--- src/rtl/circle_pair_collision_time_macros.svh ---
// ----------------------------------------------------------------------------
// circle_pair_collision_time assertion macros
// ----------------------------------------------------------------------------
`ifndef CIRCLE_PAIR_COLLISION_TIME_MACROS_SVH
`define CIRCLE_PAIR_COLLISION_TIME_MACROS_SVH

// plain property, checked on every rising clock edge outside reset
`define CPCT_ASSERT(lbl, clk, rstn, prop) \
  lbl: assert property (@(posedge clk) disable iff (!rstn) (prop)) \
    else $error("cpct assertion failed");

// overlapping implication
`define CPCT_ASSERT_IMPL(lbl, clk, rstn, ante, cons) \
  lbl: assert property (@(posedge clk) disable iff (!rstn) (ante) |-> (cons)) \
    else $error("cpct implication failed");

// next-cycle implication
`define CPCT_ASSERT_NEXT(lbl, clk, rstn, ante, cons) \
  lbl: assert property (@(posedge clk) disable iff (!rstn) (ante) |=> (cons)) \
    else $error("cpct next-cycle implication failed");

`endif

--- src/rtl/cpct_pkg.sv ---
`timescale 1ns / 1ps
// ----------------------------------------------------------------------------
// cpct_pkg
// Shared widths and the payload carried along the square-root cell chain.
// ----------------------------------------------------------------------------
package cpct_pkg;

  localparam int unsigned IN_W   = 16;
  localparam int unsigned DIF_W  = 17;
  localparam int unsigned PRD_W  = 34;
  localparam int unsigned A_W    = 34;            // |v|^2
  localparam int unsigned H_W    = 35;            // p.v, signed
  localparam int unsigned C_W    = 35;            // |p|^2 - dist^2, signed
  localparam int unsigned M_W    = 34;            // magnitudes of h and c
  localparam int unsigned D_W    = 68;            // discriminant / 4
  localparam int unsigned R_W    = D_W / 2;       // root width
  localparam int unsigned REM_W  = R_W + 2;
  localparam int unsigned SQ_N   = D_W / 2;       // one cell per root bit
  localparam int unsigned NUM_W  = 36;            // -h - s, signed
  localparam int unsigned MAG_W  = NUM_W - 1;
  localparam int unsigned CFG_W  = 32;
  localparam int unsigned TIME_W = 32;
  localparam logic [CFG_W-1:0] CDS_RESET = 32'd671089;

  typedef struct packed {
    logic                    hit;
    logic signed [H_W-1:0]   h;
    logic [A_W-1:0]          a;
    logic [D_W-1:0]          d;
    logic [R_W-1:0]          root;
    logic [REM_W-1:0]        rem;
  } sq_t;

endpackage

--- src/rtl/cpct_sqrt_cell.sv ---
`timescale 1ns / 1ps
// ----------------------------------------------------------------------------
// cpct_sqrt_cell
// One digit of a restoring integer square root; produces one root bit.
// ----------------------------------------------------------------------------
module cpct_sqrt_cell (
  input  logic          clk_i,
  input  logic          rst_ni,
  input  logic          en_i,
  input  logic          vld_i,
  input  cpct_pkg::sq_t dat_i,
  output logic          vld_o,
  output cpct_pkg::sq_t dat_o
);

  localparam int unsigned T_W = cpct_pkg::REM_W + 2;

  logic          vld_q;
  cpct_pkg::sq_t dat_q, dat_d;
  logic [T_W-1:0] trial, test;
  logic           ge;

  always_comb begin
    trial = {dat_i.rem, dat_i.d[cpct_pkg::D_W-1 -: 2]};
    test  = {2'b00, dat_i.root, 2'b01};
    ge    = (trial >= test);
    dat_d      = dat_i;
    dat_d.d    = dat_i.d << 2;
    dat_d.root = {dat_i.root[cpct_pkg::R_W-2:0], ge};
    dat_d.rem  = ge ? cpct_pkg::REM_W'(trial - test) : cpct_pkg::REM_W'(trial);
  end

  always_ff @(posedge clk_i or negedge rst_ni) begin
    if (!rst_ni) begin
      vld_q <= 1'b0;
    end else if (en_i) begin
      vld_q <= vld_i;
    end
  end

  always_ff @(posedge clk_i) begin
    if (en_i) begin
      dat_q <= dat_d;
    end
  end

  assign vld_o = vld_q;
  assign dat_o = dat_q;

endmodule

--- config.mk ---
export PLATFORM = sky130hd
export DESIGN_NAME = cpct_sqrt_cell
export DESIGN_NICKNAME = d
export VERILOG_FILES = /design/src/rtl/circle_pair_collision_time_macros.svh /design/src/rtl/cpct_pkg.sv /design/src/rtl/cpct_sqrt_cell.sv
export SDC_FILE = /design/constraint.sdc
export NUM_CORES = 1
export LEC_CHECK = 0
export ABC_CLOCK_PERIOD_IN_PS = 1300
export BUFFER_PORTS_ARGS = -buffer_cell sky130_fd_sc_hd__buf_2
export CAP_MARGIN = 20
export CORE_AREA = 2 2 162 164
export CTS_CLUSTER_DIAMETER = 80
export DETAILED_ROUTE_END_ITERATION = 10
export DIE_AREA = 0 0 164 166
export SLEW_MARGIN = 20
export SYNTH_ARGS = -nofsm -noshare
export SYNTH_HDL_FRONTEND = slang
export SYNTH_SLANG_ARGS = --single-unit
--- constraint.sdc ---
create_clock -name clk_i -period 1.3 [get_ports clk_i]
set_clock_uncertainty 0.2 [all_clocks]
set_input_delay 0.26 -clock clk_i [delete_from_list [all_inputs] [get_ports clk_i]]
set_output_delay 0.26 -clock clk_i [all_outputs]
set_load 0.01 [all_outputs]
# Yosys cells after proc, flatten, opt, wreduce, memory -nomap -nowiden
# Index checks and enable logic that the tools add are counted.
# classes
n_addsub	1
magnitude_cmp	1
muxes	1
# ops
cell	count
38-bit by 36-bit greater-or-equal comparator with 1-bit output	1
36-bit two-way mux	1
36-bit subtractor	1
# totals
regBits	207
output_inout_bits	209
in_bits	212
wordCells	10

# Longest topological paths before layout
# logic_depth
ltp_word	2
ltp_mapped	14
depth_no_buf	11

# Least setup slack after synthesis
# OpenSTA, ideal clock, no wires.
# synth_timing
path_type	in2reg
start	input port dat_i[41] (netlist name)
end	register dat_q (netlist bit dat_o[12]) (data pin)
setup_ns	0.262
path_buffers	2
slack_ns	-1.767
t_required_ns	0.838
path_stages	11
t_arrival_ns	2.605
cell_sequence	inv_1 -> ha_1 -> buf_2 -> a2111o_1 -> o21ai_2 -> o41a_2 -> o21ai_2 -> a31o_2 -> a211oi_4 -> buf_6 -> mux2_1
# synth_lines
item	line_no	source
start, declared	cpct_sqrt_cell.sv:11	input cpct_pkg::sq_t dat_i,
end signal, assigned	cpct_sqrt_cell.sv:43	dat_q <= dat_d;
end, declared	cpct_sqrt_cell.sv:19	cpct_pkg::sq_t dat_q, dat_d;

==> flow_summary.yaml <==
power_and_ir_drop:
  ir_drop_mv: 1.11
  leakage_nw: 7.38
  finalPower_mw: 19.5
  p_per_area_mw_per_mm2: 1170
detailed_routing:
  vias_per_cell: 4.69
  drt_pass1_iterations: 5
  ant_nets: 0
  drt-total-wl_mm: 35.0
  dr.first_iter.drc_count: 575
  wire_per_inst_um: 19.4
  route.detailed.drc: 0
  vias: 8449
clock_network:
  cts.sink_count: 207
  clk_pin_slew_ns: 0.06
  cts_inserted_buffers: 24
  max-clock-path-buffers: 3
  root_buffer: "clkbuf_16"
  clk_latency_ns: 0.51
  htreeDepth: 1
  cts_tree: "yes"
synth:
  yosysWarnings: 0
  synth-simple-area-share: 0.0643
  yosysSeqAreaShare: 0.703
  synth_top_family_by_area: "compound AO/OA/AOI/OAI gates"
  synth_edf_count: 206
  synth-compound-area-share: 0.113
  synthArstFlopShare: 0.00483
  synth_area_per_cell_sq_um: 14.5
  synth-seq-cells: 207
  syn_inst: 611
  synth.distinct_cells: 58
  synthAdderAreaFrac: 0.0510
  ys.flop_type: "edfxtp_1"
  synthXorXnorAreaFrac: 0.0297
  synth_area_sq_mm: 0.00884
  synth_mux_area_frac: 0.00609
die:
  die_y_um: 166
  start_util: 0.345
  core-area_sq_mm: 0.0256
  io_pins: 421
  fp.dieW_um: 164
  placementRows: 59
  dieArea_sq_mm: 0.0272
finish:
  syn_to_final_growth_pct: 88.4
  multiInputGateArea_sq_mm: 0.00279
  seq_area_sq_mm: 0.00621
  fin_nets: 1695
  final_util: 0.650
  n_fill_cell: 1869
  drive_gt1_frac: 0.516
sta:
  setup-violations-final: 244
  tns_ns: -80.05
  worst_hold_slack_ns: 0.0170
  fin_crit_ns: 2.50
  setup_ws_ns: -1.20
  fmax_ghz: 0.400
  period_share: 1.92
  finalHoldViolations: 0
  rsz0062_at_grt: "true"
  slew_viol_final: 0
global_route:
  grt_max_degree: 59
  grt_pass1_wl_mm: 49.5
  antenna_found_initial: 3
  grt_pass1_vias: 8741
  grt-ovfl-total: 0
  grt_usage: 0.237
worst_setup_path:
  worstPathArrival_ns: 2.55
  critPathTopFamily: "compound AO/OA/AOI/OAI gates"
  slowest_stage: "mux2_4"
  worst_setup_path_start_kind: "input pin"
  crit_chain: "buf_8 > inv_4 > ha_4 > nor2b_4 > o31a_1 > o21ai_2 > o41a_4 > o21ai_4 > a31o_4 > a211oi_4 > buf_4 > buf_12 > mux2_4"
  r2r_start: "vld_o"
  cp_num_buf_inv: 4
  reg2reg_depth: 1
  cp-end-kind: "register"
  startpoint: "dat_i[36]"
  reg2reg_to: "vld_o"
  cp_slowest_stage_delay_ns: 0.31
  reg2reg_slack_ns: 0.34
  crit_required_ns: 1.35
  crit_path_max_fanout: 7
  crit_cells: 13
  path_class: "input pin to register"
placed_design:
  dp_hpwl_mm: 23.0
  gp_congestion: 0.843
  port-buffer-count: 418
worst_hold_path:
  whs_path_depth: 4
  worst_hold_startpoint: "dat_i[21]"
  min_path_type: "input pin to register"
  hold_path_end: "dat_o[23]"
run_status:
  outcome: "finished, violations left"
  violations: "setup timing"
flow_run:
  cap_viol_max_count: 0
kinds of logic after synthesis:
group,after synthesis
xor gates and xnor gates,30
other,1
adders and majority gates,36
muxes,5
buffers and inverters,60
AOI/OAI and AO/OA,147
and+or+nand+nor,125
DFF,207
sequential cells by signal, summed over array words and instances (netlist names):
| name | cells |
|---|---|
| vld_o | 1 |
| dat_o | 206 |
worst max-delay path by stage:
stage | endpoint | slack [ns]
6_report | dat_o[12] | -1.20
5_1_grt | dat_o[32] | -1.26
4_1_cts | dat_o[12] | -1.10
3_5_place_dp | dat_o[32] | -1.87
3_3_place_gp | dat_o[25] | -1.84
2_1_floorplan | dat_o[12] | -1.67
timing repair:
item,CTS,global route
setup endpoints to repair,244,398
resized for setup,92,80
pin swaps,26,20
hold buffers,207,0
hold endpoints to repair,225,0
cloned,2,5
buffers inserted,6,10
synthesized netlist by cell type (3+ instances only):
cell type	count	share of area
buf_4	5	0.0042
nand4_1	6	0.0042
nand2b_1	4	0.0028
o21ai_1	7	0.0040
inv_1	44	0.019
and3_1	3	0.0021
o21bai_1	4	0.0034
buf_8	3	0.0051
a21oi_1	38	0.022
o21ai_0	22	0.012
nand2_1	57	0.024
clkbuf_1	6	0.0025
ha_1	36	0.051
o211ai_1	3	0.0025
a31oi_1	7	0.0050
a21o_1	14	0.012
nor3_1	6	0.0034
nand3_1	9	0.0051
o21a_1	5	0.0042
edfxtp_1	206	0.70
a2111oi_0	3	0.0030
o21ai_2	22	0.022
xor2_1	13	0.013
xnor2_1	17	0.017
nor2b_1	8	0.0057
nor2_1	23	0.0098
worst min-delay path, stage by stage:
cell,delay (ns)
buf_2,0.10
buf_4,0.10
nand2_1,0.08
o21ai_4,0.08
routing by layer:
layer / vias up / global-route usage / routed length, um
met1: 3976 / 0.275 / 13300
li1: 3980 / - / -
met4: 2 / 0.130 / 2000
met3: 107 / 0.0574 / 2490
met2: 384 / 0.402 / 17200
met5: - / 0 / 11
through the flow:
step / instance area [sq um] / worst slack, ns / instances
2_1_floorplan: 8970 / -1.67 / 612
3_5_place_dp: 12800 / -1.87 / 1530
6_report: 16700 / -1.20 / 1801
5_1_grt: 16700 / -1.26 / 1801
4_1_cts: 16100 / -1.10 / 1788
3_3_place_gp: 12800 / -1.84 / 1530
area by class of cell:
class / instances / area share
repair buffers: 825 / 0.378
multi-input cells: 345 / 0.168
diodes: 2 / 0.000301
clock inverters: 10 / 0.00323
inverters: 44 / 0.0110
flip-flops and latches: 207 / 0.373
well taps: 335 / 0.0252
clock buffers: 33 / 0.0418
power by group:
part	total [mW]	leakage [nW]	switching [mW]	internal (mW)
Combinational	4.74	4.98	2.22	2.52
Clock	6.44	0.373	2.72	3.73
Sequential	8.29	2.03	0.204	8.09
cells in the final DEF, fill, tap and decap left out, types with 17 or more instances in the layout:
cell / n
buf_6: 43
dlygate4sd3_1: 206
ha_1: 20
o21ai_2: 27
inv_1: 36
nand2_1: 36
buf_2: 377
edfxtp_1: 206
a21oi_1: 29
nor2_1: 22
xnor2_1: 17
nand2_2: 17
clkbuf_16: 30
buf_4: 172
(Power assumes the default switching activity.)
