File: config.mk
export PLATFORM = sky130hd
export DESIGN_NAME = cpct_div_cell
export DESIGN_NICKNAME = d
export VERILOG_FILES = /design/src/rtl/circle_pair_collision_time_macros.svh /design/src/rtl/cpct_pkg.sv /design/src/rtl/cpct_div_cell.sv
export SDC_FILE = /design/constraint.sdc
export NUM_CORES = 1
export LEC_CHECK = 0
export ABC_AREA = 0
export BUFFER_PORTS_ARGS = -buffer_cell sky130_fd_sc_hd__buf_2
export CAP_MARGIN = 20
export CORE_AREA = 3 3 128 130
export CTS_CLUSTER_SIZE = 14
export DETAILED_ROUTE_END_ITERATION = 10
export DIE_AREA = 0 0 131 133
export PLACE_DENSITY_LB_ADDON = 0.1
export SKIP_CTS_REPAIR_TIMING = 1
export SLEW_MARGIN = 20
export SYNTH_ARGS = -nofsm -noshare
export SYNTH_HDL_FRONTEND = slang
export SYNTH_SLANG_ARGS = --single-unit
File: constraint.sdc
create_clock -name clk_i -period 1.49 [get_ports clk_i]
set_input_delay 0.0745 -clock clk_i [delete_from_list [all_inputs] [get_ports clk_i]]
set_output_delay 0.0745 -clock clk_i [all_outputs]
set_load 0.01 [all_outputs]
File: src/rtl/circle_pair_collision_time_macros.svh
// ----------------------------------------------------------------------------
// circle_pair_collision_time assertion macros
// ----------------------------------------------------------------------------
`ifndef CIRCLE_PAIR_COLLISION_TIME_MACROS_SVH
`define CIRCLE_PAIR_COLLISION_TIME_MACROS_SVH

// plain property, checked on every rising clock edge outside reset
`define CPCT_ASSERT(lbl, clk, rstn, prop) \
  lbl: assert property (@(posedge clk) disable iff (!rstn) (prop)) \
    else $error("cpct assertion failed");

// overlapping implication
`define CPCT_ASSERT_IMPL(lbl, clk, rstn, ante, cons) \
  lbl: assert property (@(posedge clk) disable iff (!rstn) (ante) |-> (cons)) \
    else $error("cpct implication failed");

// next-cycle implication
`define CPCT_ASSERT_NEXT(lbl, clk, rstn, ante, cons) \
  lbl: assert property (@(posedge clk) disable iff (!rstn) (ante) |=> (cons)) \
    else $error("cpct next-cycle implication failed");

`endif

File: src/rtl/cpct_pkg.sv
`timescale 1ns / 1ps
// ----------------------------------------------------------------------------
// cpct_pkg
// Shared widths and the payload carried along the square-root cell chain.
// ----------------------------------------------------------------------------
package cpct_pkg;

  localparam int unsigned IN_W   = 16;
  localparam int unsigned DIF_W  = 17;
  localparam int unsigned PRD_W  = 34;
  localparam int unsigned A_W    = 34;            // |v|^2
  localparam int unsigned H_W    = 35;            // p.v, signed
  localparam int unsigned C_W    = 35;            // |p|^2 - dist^2, signed
  localparam int unsigned M_W    = 34;            // magnitudes of h and c
  localparam int unsigned D_W    = 68;            // discriminant / 4
  localparam int unsigned R_W    = D_W / 2;       // root width
  localparam int unsigned REM_W  = R_W + 2;
  localparam int unsigned SQ_N   = D_W / 2;       // one cell per root bit
  localparam int unsigned NUM_W  = 36;            // -h - s, signed
  localparam int unsigned MAG_W  = NUM_W - 1;
  localparam int unsigned CFG_W  = 32;
  localparam int unsigned TIME_W = 32;
  localparam logic [CFG_W-1:0] CDS_RESET = 32'd671089;

  typedef struct packed {
    logic                    hit;
    logic signed [H_W-1:0]   h;
    logic [A_W-1:0]          a;
    logic [D_W-1:0]          d;
    logic [R_W-1:0]          root;
    logic [REM_W-1:0]        rem;
  } sq_t;

endpackage

File: src/rtl/cpct_div_cell.sv
`timescale 1ns / 1ps
// ----------------------------------------------------------------------------
// cpct_div_cell
// One step of restoring long division by a; produces one quotient bit.
// ----------------------------------------------------------------------------
module cpct_div_cell #(
  parameter int unsigned QW = 47
) (
  input  logic                       clk_i,
  input  logic                       rst_ni,
  input  logic                       en_i,
  input  logic                       vld_i,
  input  logic                       hit_i,
  input  logic                       neg_i,
  input  logic [cpct_pkg::A_W-1:0]   a_i,
  input  logic [cpct_pkg::A_W-1:0]   rem_i,
  input  logic [QW-1:0]              dvd_i,
  input  logic [QW-1:0]              quo_i,
  output logic                       vld_o,
  output logic                       hit_o,
  output logic                       neg_o,
  output logic [cpct_pkg::A_W-1:0]   a_o,
  output logic [cpct_pkg::A_W-1:0]   rem_o,
  output logic [QW-1:0]              dvd_o,
  output logic [QW-1:0]              quo_o
);

  localparam int unsigned T_W = cpct_pkg::A_W + 1;

  logic                     vld_q, hit_q, neg_q;
  logic [cpct_pkg::A_W-1:0] a_q, rem_q, rem_d;
  logic [QW-1:0]            dvd_q, quo_q;
  logic [T_W-1:0]           r2;
  logic                     ge;

  always_comb begin
    r2    = {rem_i, dvd_i[QW-1]};
    ge    = (r2 >= {1'b0, a_i});
    rem_d = ge ? cpct_pkg::A_W'(r2 - {1'b0, a_i}) : r2[cpct_pkg::A_W-1:0];
  end

  always_ff @(posedge clk_i or negedge rst_ni) begin
    if (!rst_ni) begin
      vld_q <= 1'b0;
    end else if (en_i) begin
      vld_q <= vld_i;
    end
  end

  always_ff @(posedge clk_i) begin
    if (en_i) begin
      hit_q <= hit_i;
      neg_q <= neg_i;
      a_q   <= a_i;
      rem_q <= rem_d;
      dvd_q <= dvd_i << 1;
      quo_q <= {quo_i[QW-2:0], ge};
    end
  end

  assign vld_o = vld_q;
  assign hit_o = hit_q;
  assign neg_o = neg_q;
  assign a_o   = a_q;
  assign rem_o = rem_q;
  assign dvd_o = dvd_q;
  assign quo_o = quo_q;

endmodule
=== Word level (Yosys, flattened, before mapping) ===
Cells that the tools add are included.

* Output and inout bits: 165
* Logic and storage cells: 10
* Register bits after elaboration: 164
* Bits of input ports: 168

* Magnitude comparators: 1
* Multiplexer cells: 1
* Add/sub/neg operators: 1

{| class="wikitable"
|+ Operators by type and width
! cell !! count
|-
| 35-bit by 34-bit >= comparator with 1-bit output || 1
|-
| 34-bit 2-to-1 mux || 1
|-
| 34-bit subtractor || 1
|}

=== Depth between registers and ports, before layout ===
Gate-level depths: netlist of the first run.

* Word-level depth: 2
* Mapped depth: 13
* Mapped depth without buffers: 12

=== Worst setup path after synthesis of the first run ===
OpenSTA, ideal clock, no wires.

* Path type: input to register
* From: in dvd_i[46]
* To: reg rem_q, in the netlist rem_o[32] (data pin)
* Path slack: -1.056 ns
* Data arrival time: 2.291 ns
* Buffers on the path: 0
* Required time: 1.235 ns
* Stages: 12
* Setup time: 0.255 ns
* Cell sequence: inv_1 > ha_1 > inv_1 > fa_1 > a21oi_1 > o211ai_1 > a211oi_2 > o22ai_1 > o2111ai_1 > a41oi_1 > or3_1 > a31o_1

* Longest elaborated chain between the ends: 2

{| class="wikitable"
|+ RTL lines
! element !! line !! text
|-
| start: declaration || cpct_div_cell.sv:17 || <nowiki>input logic [QW-1:0] dvd_i,</nowiki>
|-
| 34-bit subtractor or 35-bit by 34-bit >= comparator with 1-bit output (tied branches) || cpct_div_cell.sv:39, cpct_div_cell.sv:38 ||
|-
| 34-bit 2-to-1 mux (*) || cpct_div_cell.sv:39 || <nowiki>rem_d = ge ? cpct_pkg::A_W'(r2 - {1'b0, a_i}) : r2[cpct_pkg::A_W-1:0];</nowiki>
|-
| named net rem_d (one bit) || cpct_div_cell.sv:31 || <nowiki>logic [cpct_pkg::A_W-1:0] a_q, rem_q, rem_d;</nowiki>
|-
| end signal: assignment || cpct_div_cell.sv:55 || <nowiki>rem_q <= rem_d;</nowiki>
|-
| end: declaration || cpct_div_cell.sv:31 ||
|}

The timed path passes the listed nets; every way through them passes the cells marked *.
A chain may end at the register's enable or synchronous reset.

=== Worst setup path after layout of the first run ===
Ends and elaborated chain as after synthesis.

==> run_results.csv, run 1 <==
group,metric,value,unit
setup_path,path_class,"in2reg",
job,max-cap-violations,0,
synth,yosys.area.top_type,"edfxtp_1",
routing,routed-wl-met3,1760,um
clock_tree,numCtsBuffers,17,
routing,first_iter_violations,416,
synth,syn_inst,546,
clock_tree,clockBufferDepth,2,
timing,finalHoldViolCount,0,
floorplan,dieWidth,131,um
routing,wl_per_cell,19.0,um
timing,max_freq,450,MHz
routing,antenna_left,0,
power,p_leak,5.67,nW
global_routing,grt_pass1_vias,6021,
place,io_buffers,330,
timing,worst_slack,-0.733,ns
finish,instances_no_fill,1383,
synth,synth_area_leaders,"edfxtp_1, ha_1, o21ai_0",
routing,dr_total_vias,6962,
synth,synth-async-reset-ratio,0.610,%
timing,clock_skew,0,ns
clock_tree,clock_latency,0.42,ns
clock_tree,cts_root_buf,"clkbuf_16",
synth,synthXorXnorAreaFrac,3.47,%
routing,dr.pass1.iters,5,
status,failed_checks,"negative setup slack",
finish,final_cell_area,12900,um^2
setup_path,crit_family,"compound AO/OA/AOI/OAI gates",
setup_path,cp.depth,13,
timing,drv_slew,0,
synth,ys_types,58,
routing,wl_met2,14200,um
setup_path,arrival,2.39,ns
routing,wl_met1,9530,um
finish,seqCellArea,4920,um^2
setup_path,crit_path_top_delay_cell,"fa_2",
synth,yosysSeqAreaShare,67.3,%
global_routing,antenna_found_initial,4,
power,ir_worst_vdd,0.819,mV
timing,rsz0062_at_grt,"true",
floorplan,pin_count,333,
synth,synth-seq-cells,164,
floorplan,core_area,15300,um^2
clock_tree,numClockSinks,164,
setup_path,cpPeakStageDelay,0.35,ns
setup_path,worst-path-max-fanout,2,
finish,drive_above_1_share,49.4,%
power,power_density,1050,nW/um^2
setup_path,crit_required,1.66,ns
place,gp_congestion,0.873,
finish,finalNetCount,1359,
timing,setup_violations,35,
timing,period_needed,2.22,ns
synth,yosys_warnings,0,
clock_tree,path_clk_slew,0.07,ns
global_routing,grt_max_degree,45,
routing,drc_errors,0,
floorplan,rows,45,
routing,drt_wl_total,26300,um
synth,yosysTopAreaCellShare,66.9,%
hold_path,hold_depth,3,
setup_path,path_cells,"buf_12, inv_12, ha_4, inv_2, fa_2, a21oi_2, o211ai_1, a211oi_2, o22ai_2, o2111ai_2, a41oi_2, or3_1, a31o_1",
finish,multi_input_area,2580,um^2
global_routing,grt_pass1_wl,30600,um
finish,fillers,809,
place,place_inst,1175,
timing,finalCritPeriodShare,149,%
global_routing,grt_use_total,22.7,%
status,status,"finished, violations left",
routing,top_layer_used,"met5",
routing,via_per_inst,5.03,
floorplan,die_area,17400,um^2
floorplan,die_h,133,um
synth,synth_compound_area_share,11.2,%
clock_tree,cts_htree_levels,4,
synth,synth_edf_count,163,
setup_path,crit_buf_inv,3,
synth,synthFlopType,"edfxtp_1",
place,hpwl,16100,um
synth,synthMuxAreaShare,0.770,%
synth,synth_fp_nets,749,
finish,final_core_util,84.7,%
synth,synthAdderAreaFrac,6.09,%
synth,synth_area_per_cell,13.4,um^2
clock_tree,cts_tree,"yes",
place,dpl_cell_area,10200,um^2
hold_path,hold_path_class,"in2reg",
synth,synth_top_family_by_area,"compound AO/OA/AOI/OAI gates",
setup_path,rrSetupSlack,0.75,ns
synth,synthSimpleGateAreaFrac,7.29,%
synth,syn_area,7310,um^2
global_routing,overflow,0,
finish,area_growth,76.7,%
setup_path,endpoint_kind,"flop",
setup_path,critPathLaunchType,"input port",
setup_path,ff2ff_path_depth,1,
floorplan,start_util,47.9,%
==> where the power goes <==
part / switching (W) / leakage [nW] / internal [W] / total [W]
registers: 0.000128 / 1.61 / 0.00560 / 0.00573
clock network: 0.00196 / 0.293 / 0.00252 / 0.00448
logic: 0.00163 / 3.77 / 0.00170 / 0.00333
==> per-layer routing <==
layer	GRT usage, %	vias to the layer above
met5	0	-
met4	8.91	2
met3	5.89	65
met2	39.9	306
met1	26.0	3339
li1	-	3250
==> worst paths after layout <==
check,start,end
worst max-delay path,dvd_i[46],rem_o[32]$_DFFE_PP_
worst min-delay path,rem_i[17],rem_o[18]$_DFFE_PP_
worst max register to register,vld_o$_DFFE_PN0P_,vld_o$_DFFE_PN0P_
worst min register to register,vld_o$_DFFE_PN0P_,vld_o$_DFFE_PN0P_
max in group asynchronous,rst_ni,vld_o$_DFFE_PN0P_
min in group asynchronous,rst_ni,vld_o$_DFFE_PN0P_
==> cells in the mapped netlist, types with 4 or more instances <==
master    count
mux2_2        4
and2_1        4
a21oi_1      32
a21o_1       11
o21ai_0      44
buf_4         4
o21bai_1      4
ha_1         34
nand2b_1      4
clkbuf_1      9
nand3_1       7
o31ai_1       4
nor3_1        6
edfxtp_1    163
inv_1        41
o21ai_1       4
nand2_1      52
xor2_1       13
nor2_1       22
nand4_1       9
xnor2_1      16
buf_2         4
o211ai_1      4
==> cell families (layout without fill, tap and decap cells) <==
kind of cell             after synthesis  count (layout)
flip-flops                           164             164
AO/OA/AOI/OAI                        131             131
AND/OR/NAND/NOR                      117             117
buffers and inverters                 64             687
adder cells (fa/ha/maj)               35              35
XOR/XNOR                              29              29
multiplexers                           5               5
other                                  1               4
==> flip-flops by register name, summed over array words and instances, names as in the netlist <==
signal and count:
rem_o 34, quo_o 47, neg_o 1, dvd_o 46, vld_o 1, hit_o 1, a_o 34
==> placed cells by master (no fill, tap or decap), drive strengths merged, types with 13 or more instances in the layout <==
cell           n
inv           49
buf          453
nor2          22
xnor2         16
o21ai         48
xor2          13
dlygate4sd3  157
ha            34
nand2         52
a21oi         34
edfxtp       163
clkbuf        20
==> cell type report <==
| class | instances | share of cell area, % |
|---|---|---|
| diodes | 3 | 0.0581 |
| clock buffers | 17 | 3.29 |
| clock inverters | 15 | 1.30 |
| inverters | 42 | 1.45 |
| multi-input cells | 318 | 20.0 |
| flip-flops and latches | 164 | 38.1 |
| well taps | 211 | 2.04 |
| repair buffers | 613 | 33.8 |
==> metrics by stage <==
step / setup TNS (ns) / total power, W / setup slack (ns) / hold WS, ns
2_1_floorplan: -22.98 / 0.00704 / -0.976 / -0.221
3_3_place_gp: -36.06 / 0.00833 / -1.17 / -0.151
3_5_place_dp: -37.29 / 0.00837 / -1.25 / -0.148
4_1_cts: -21.70 / 0.0128 / -0.829 / -0.603
5_1_grt: -22.89 / 0.0140 / -0.874 / 0.0164
6_report: -18.93 / 0.0135 / -0.733 / 0.00297
No activity file was read; power rests on OpenSTA's default activity.
==> inputs of run 2 (changes only) <==
Settings changed: CAP_MARGIN 20 to default, PLACE_DENSITY from default to 0.77, PLACE_DENSITY_LB_ADDON 0.1 to default.
==> run 2 against run 1 <==
The run still ends with negative setup slack left. Clock-buffer cell count is 1 higher. Final cell count rose by 0.58%. Setup slack got worse by 0.069 ns. Global-route usage up 0.90 points. Via count grew 4.7%. Cell area is 1.1% higher. Non-clock buffer count grew 10. Die area unchanged. First-iteration DRC count up 40%. Maximum frequency decreased by 3.0%. Critical path type unchanged.
==> run_results.csv, run 2 (synthesis results as in run 1) <==
group,metric,value,unit
status,status,"finished, violations left",
status,failed_checks,"negative setup slack",
routing,wl_per_cell,20.6,um
routing,dr.pass1.iters,5,
floorplan,die_area,17400,um^2
place,dpl_cell_area,10200,um^2
setup_path,rrSetupSlack,0.73,ns
setup_path,arrival,2.46,ns
floorplan,pin_count,333,
floorplan,die_h,133,um
routing,first_iter_violations,581,
timing,worst_slack,-0.802,ns
global_routing,antenna_found_initial,1,
routing,routed-wl-met3,2060,um
setup_path,ff2ff_path_depth,1,
global_routing,grt_max_degree,46,
timing,max_slew_margin,62.7,%
floorplan,rows,45,
routing,dr_total_vias,7289,
place,io_buffers,330,
setup_path,critPathLaunchType,"input port",
clock_tree,numClockSinks,164,
routing,antenna_left,0,
job,max-cap-violations,0,
finish,drive_above_1_share,50.6,%
floorplan,dieWidth,131,um
clock_tree,clockBufferDepth,2,
global_routing,grt_pass1_wl,31600,um
routing,wl_met1,10100,um
timing,rsz0062_at_grt,"true",
global_routing,overflow,0,
clock_tree,cts_htree_levels,4,
timing,finalCritPeriodShare,154,%
power,p_leak,5.73,nW
setup_path,endpoint_kind,"flop",
finish,fillers,720,
setup_path,cp-startpoint,"rem_i[25]",
finish,final_cell_area,13100,um^2
place,hpwl,17100,um
setup_path,crit_required,1.66,ns
finish,mostFrequentLayoutCells,"buf_2, edfxtp_1, dlygate4sd3_1",
setup_path,cp-endpoint,"rem_o[13]$_DFFE_PP_",
setup_path,path_class,"in2reg",
place,gp_congestion,0.841,
power,power_density,1040,nW/um^2
timing,max_freq,436,MHz
routing,via_per_inst,5.24,
setup_path,worst-path-max-fanout,6,
clock_tree,cts_root_buf,"clkbuf_16",
finish,largest_reg_flops,47,
finish,final_common_cell,"buf_2",
clock_tree,cts_tree,"yes",
finish,finalNetCount,1369,
routing,top_layer_used,"met4",
clock_tree,numCtsBuffers,17,
routing,wl_met2,15200,um
timing,setup_violations,35,
hold_path,hold_path_class,"in2reg",
timing,period_needed,2.29,ns
routing,drt_wl_total,28700,um
floorplan,core_area,15300,um^2
timing,clock_skew,0,ns
hold_path,hold_depth,3,
timing,finalHoldViolCount,0,
finish,area_growth,78.7,%
clock_tree,clock_latency,0.42,ns
timing,drv_slew,0,
timing,worst_pin_slew,0.554,ns
setup_path,timing.rr.end,"vld_o$_DFFE_PN0P_",
setup_path,rr_startpoint,"vld_o$_DFFE_PN0P_",
timing,finalSetupTns,-23.35,ns
clock_tree,path_clk_slew,0.06,ns
routing,drc_errors,0,
floorplan,start_util,47.9,%
global_routing,grt_pass1_vias,6097,
power,ir_worst_vdd,0.832,mV
global_routing,grt_use_total,23.6,%
## run 2: worst min path at each step
stage / start / to
after floorplan: rst_ni / vld_o$_DFFE_PN0P_
after global routing: rem_i[15] / rem_o[16]$_DFFE_PP_
after global placement: rst_ni / vld_o$_DFFE_PN0P_
after detailed placement: rst_ni / vld_o$_DFFE_PN0P_
after CTS: rst_ni / vld_o$_DFFE_PN0P_
final: rem_i[29] / rem_o[30]$_DFFE_PP_
## run 2: critical path, stage by stage
cell and delay [ns]:
buf_2 0.13, ha_4 0.24, a21o_1 0.19, a21o_1 0.20, a21oi_2 0.16, o211ai_1 0.15, a2111oi_2 0.36, a21boi_4 0.43
buf_6 0.21, mux2_4 0.30
## run 2: through the flow
step           utilization, %  hold slack (ns)  total power, W  setup WS (ns)  std cells
2_1_floorplan               -           -0.221         0.00704         -0.976        546
3_3_place_gp             67.2           -0.151         0.00833          -1.21       1185
3_5_place_dp             67.2           -0.149         0.00840          -1.28       1185
4_1_cts                  71.0           -0.597          0.0127         -0.863       1217
5_1_grt                  85.6           0.0106          0.0141         -0.950       1391
6_report                 85.6         0.000940          0.0136         -0.802       1391
## run 2: cell type report
| cell class | instances | area (um^2) | area share [%] |
|---|---|---|---|
| diodes | 1 | 2.50 | 0.0191 |
| clock inverters | 14 | 159 | 1.22 |
| well taps | 211 | 264 | 2.02 |
| inverters | 42 | 188 | 1.44 |
| multi-input cells | 318 | 2620 | 20.0 |
| flip-flops and latches | 164 | 4920 | 37.6 |
| clock buffers | 18 | 429 | 3.28 |
| repair buffers | 623 | 4490 | 34.3 |
## run 2: routing by layer
layer  vias to the layer above  track usage, %
met5                         -               0
met4                         0            7.09
met3                        97            6.34
met2                       395            43.4
met1                      3522            26.1
li1                       3275               -
## run 2: power by group
part,switching [W],internal (W),total (W)
Clock,0.00201,0.00239,0.00441
Combinational,0.00171,0.00175,0.00345
Sequential,0.000135,0.00560,0.00574
==> inputs of run 3 (changes only) <==
--- a/config.mk
+++ b/config.mk
@@ -9,7 +9,7 @@
 export BUFFER_PORTS_ARGS = -buffer_cell sky130_fd_sc_hd__buf_2
-export CORE_AREA = 3 3 128 130
+export CORE_MARGIN = 3
+export CORE_UTILIZATION = 31
 export CTS_CLUSTER_SIZE = 14
 export DETAILED_ROUTE_END_ITERATION = 10
-export DIE_AREA = 0 0 131 133
-export PLACE_DENSITY = 0.77
+export PLACE_DENSITY = 0.54
 export SKIP_CTS_REPAIR_TIMING = 1
--- a/constraint.sdc
+++ b/constraint.sdc
@@ -3,2 +3,2 @@
 set_output_delay 0.0745 -clock clk_i [all_outputs]
-set_load 0.01 [all_outputs]
+set_load 0.02 [all_outputs]
==> run 3 against run 2 <==
The run ends with negative hold slack, negative setup slack left. Global-route usage fell by 6.7 points. Highest routed layer is now met5. Clock-buffer cell count unchanged. Clock skew unchanged. Clock power about the same. Total power grew 0.74%. Hold slack lost 0.016 ns. Critical path depth increased by 4. First-iteration DRC count is 55% lower. Via count decreased by 8.6%.
==> run_results.csv, run 3 (synthesis results as in run 1) <==
group,metric,value,unit
routing,drt_wl_total,24900,um
floorplan,start_util,31.9,%
routing,drc_errors,0,
finish,diodes,0,
floorplan,die_area,25500,um^2
place,dpl_cell_area,10400,um^2
clock_tree,clockBufferDepth,2,
global_routing,grt_pass1_wl,33500,um
timing,drv_slew,0,
clock_tree,cts_root_buf,"clkbuf_16",
global_routing,antenna_found_initial,3,
hold_path,hold_depth,3,
setup_path,crit_path_top_delay_cell,"fa_2",
finish,final_cell_area,13100,um^2
job,max-cap-violations,0,
floorplan,die_h,160,um
floorplan,rows,55,
finish,final_common_cell,"buf_2",
setup_path,crit_buf_inv,4,
setup_path,rrSetupSlack,0.75,ns
clock_tree,numCtsBuffers,17,
clock_tree,cts_htree_levels,4,
setup_path,endpoint_kind,"flop",
setup_path,ff2ff_path_depth,1,
setup_path,cp.depth,14,
setup_path,rr_startpoint,"vld_o$_DFFE_PN0P_",
timing,worst_slack,-0.669,ns
finish,largest_reg_flops,47,
clock_tree,path_clk_slew,0.07,ns
setup_path,arrival,2.33,ns
power,power_density,1040,nW/um^2
finish,multi_input_area,2590,um^2
hold_path,hold_path_class,"in2reg",
finish,mostFrequentLayoutCells,"buf_2, edfxtp_1, dlygate4sd3_1",
global_routing,overflow,0,
clock_tree,clock_latency,0.42,ns
timing,max_freq,463,MHz
global_routing,grt_max_degree,56,
place,dp_slack,-1.27,ns
timing,setup_violations,35,
setup_path,path_class,"in2reg",
timing,clock_skew,0,ns
routing,antenna_left,0,
setup_path,crit_required,1.66,ns
routing,first_iter_violations,260,
setup_path,timing.rr.end,"vld_o$_DFFE_PN0P_",
timing,whs,-0.0149,ns
floorplan,pin_count,333,
finish,finalNetCount,1370,
routing,dr.pass1.iters,4,
hold_path,hold_end,"rem_o[20]$_DFFE_PP_",
timing,period_needed,2.16,ns
routing,wl_per_cell,16.7,um
timing,finalHoldViolCount,3,
clock_tree,numClockSinks,164,
routing,dr_total_vias,6662,
clock_tree,cts_tree,"yes",
setup_path,crit_family,"compound AO/OA/AOI/OAI gates",
global_routing,grt_use_total,16.9,%
place,gp_congestion,0.834,
place,hpwl,17600,um
setup_path,worst-path-max-fanout,2,
routing,via_per_inst,4.46,
finish,drive_above_1_share,49.7,%
finish,final_core_util,57.4,%
power,p_leak,5.73,nW
finish,area_growth,79.7,%
setup_path,cpPeakStageDelay,0.35,ns
place,place_inst,1288,
setup_path,critPathLaunchType,"input port",
finish,fillers,1931,
floorplan,core_area,22900,um^2
status,failed_checks,"negative hold slack, negative setup slack",
global_routing,grt_pass1_vias,6047,
power,ir_worst_vdd,0.701,mV
floorplan,dieWidth,160,um
status,status,"finished, violations left",
timing,finalCritPeriodShare,145,%
hold_path,hp-start,"rem_i[19]",
finish,seqCellArea,4920,um^2
finish,instances_no_fill,1493,
timing,rsz0062_at_grt,"true",
setup_path,cpMostUsedCell,"buf_4",
setup_path,path_cells,"buf_4, inv_12, ha_4, inv_2, fa_2, a21oi_2, o211ai_1, a211oi_2, buf_4, o22ai_2, o2111ai_2, a41oi_2, or3_1, a31o_1",
place,io_buffers,330,
==> run 3: changes by cell type in the layout (fill, tap and decap cells not counted), moves of 3 or more <==
| cell | previous run | this run |
|---|---|---|
| o21ai_2 | 23 | 19 |
| a21oi_4 | 5 | 2 |
| ha_4 | 14 | 17 |
| o21ai_0 | 11 | 14 |
==> run 3: final cells by class <==
class	instances	share of cell area, %
clock inverters	14	1.12
multi-input cells	318	19.7
repair buffers	624	34.1
inverters	42	1.43
clock buffers	18	3.26
well taps	313	2.98
flip-flops and latches	164	37.4
==> run 3: per-stage QoR <==
stage | total power (W) | TNS, ns
after floorplan | 0.00738 | -22.98
after global placement | 0.00872 | -37.15
after detailed placement | 0.00875 | -38.30
after CTS | 0.0132 | -22.55
after global routing | 0.0143 | -22.66
final | 0.0137 | -20.64
==> run 3: report_power, final <==
part / switching, W / internal [W]
Sequential: 0.000105 / 0.00559
Clock: 0.00213 / 0.00225
Combinational: 0.00189 / 0.00173
==> run 3: worst max-delay path by stage <==
stage                          from             endpoint  slack, ns
after global placement    dvd_i[46]  rem_o[32]$_DFFE_PP_      -1.23
after global routing      dvd_i[46]  rem_o[32]$_DFFE_PP_      -0.80
after detailed placement  dvd_i[46]  rem_o[32]$_DFFE_PP_      -1.27
final                     dvd_i[46]  rem_o[32]$_DFFE_PP_      -0.67
after CTS                 dvd_i[46]  rem_o[32]$_DFFE_PP_      -0.83
after floorplan           dvd_i[46]  rem_o[32]$_DFFE_PP_      -0.98
==> run 3: layer usage <==
layer | share of wire [%] | wire, um | track usage (%)
met3 | 6.3 | 1570 | 5.20
met2 | 52 | 12800 | 30.2
met1 | 40 | 10000 | 19.7
met4 | 1.7 | 433 | 4.14
met5 | 0.14 | 36 | 0
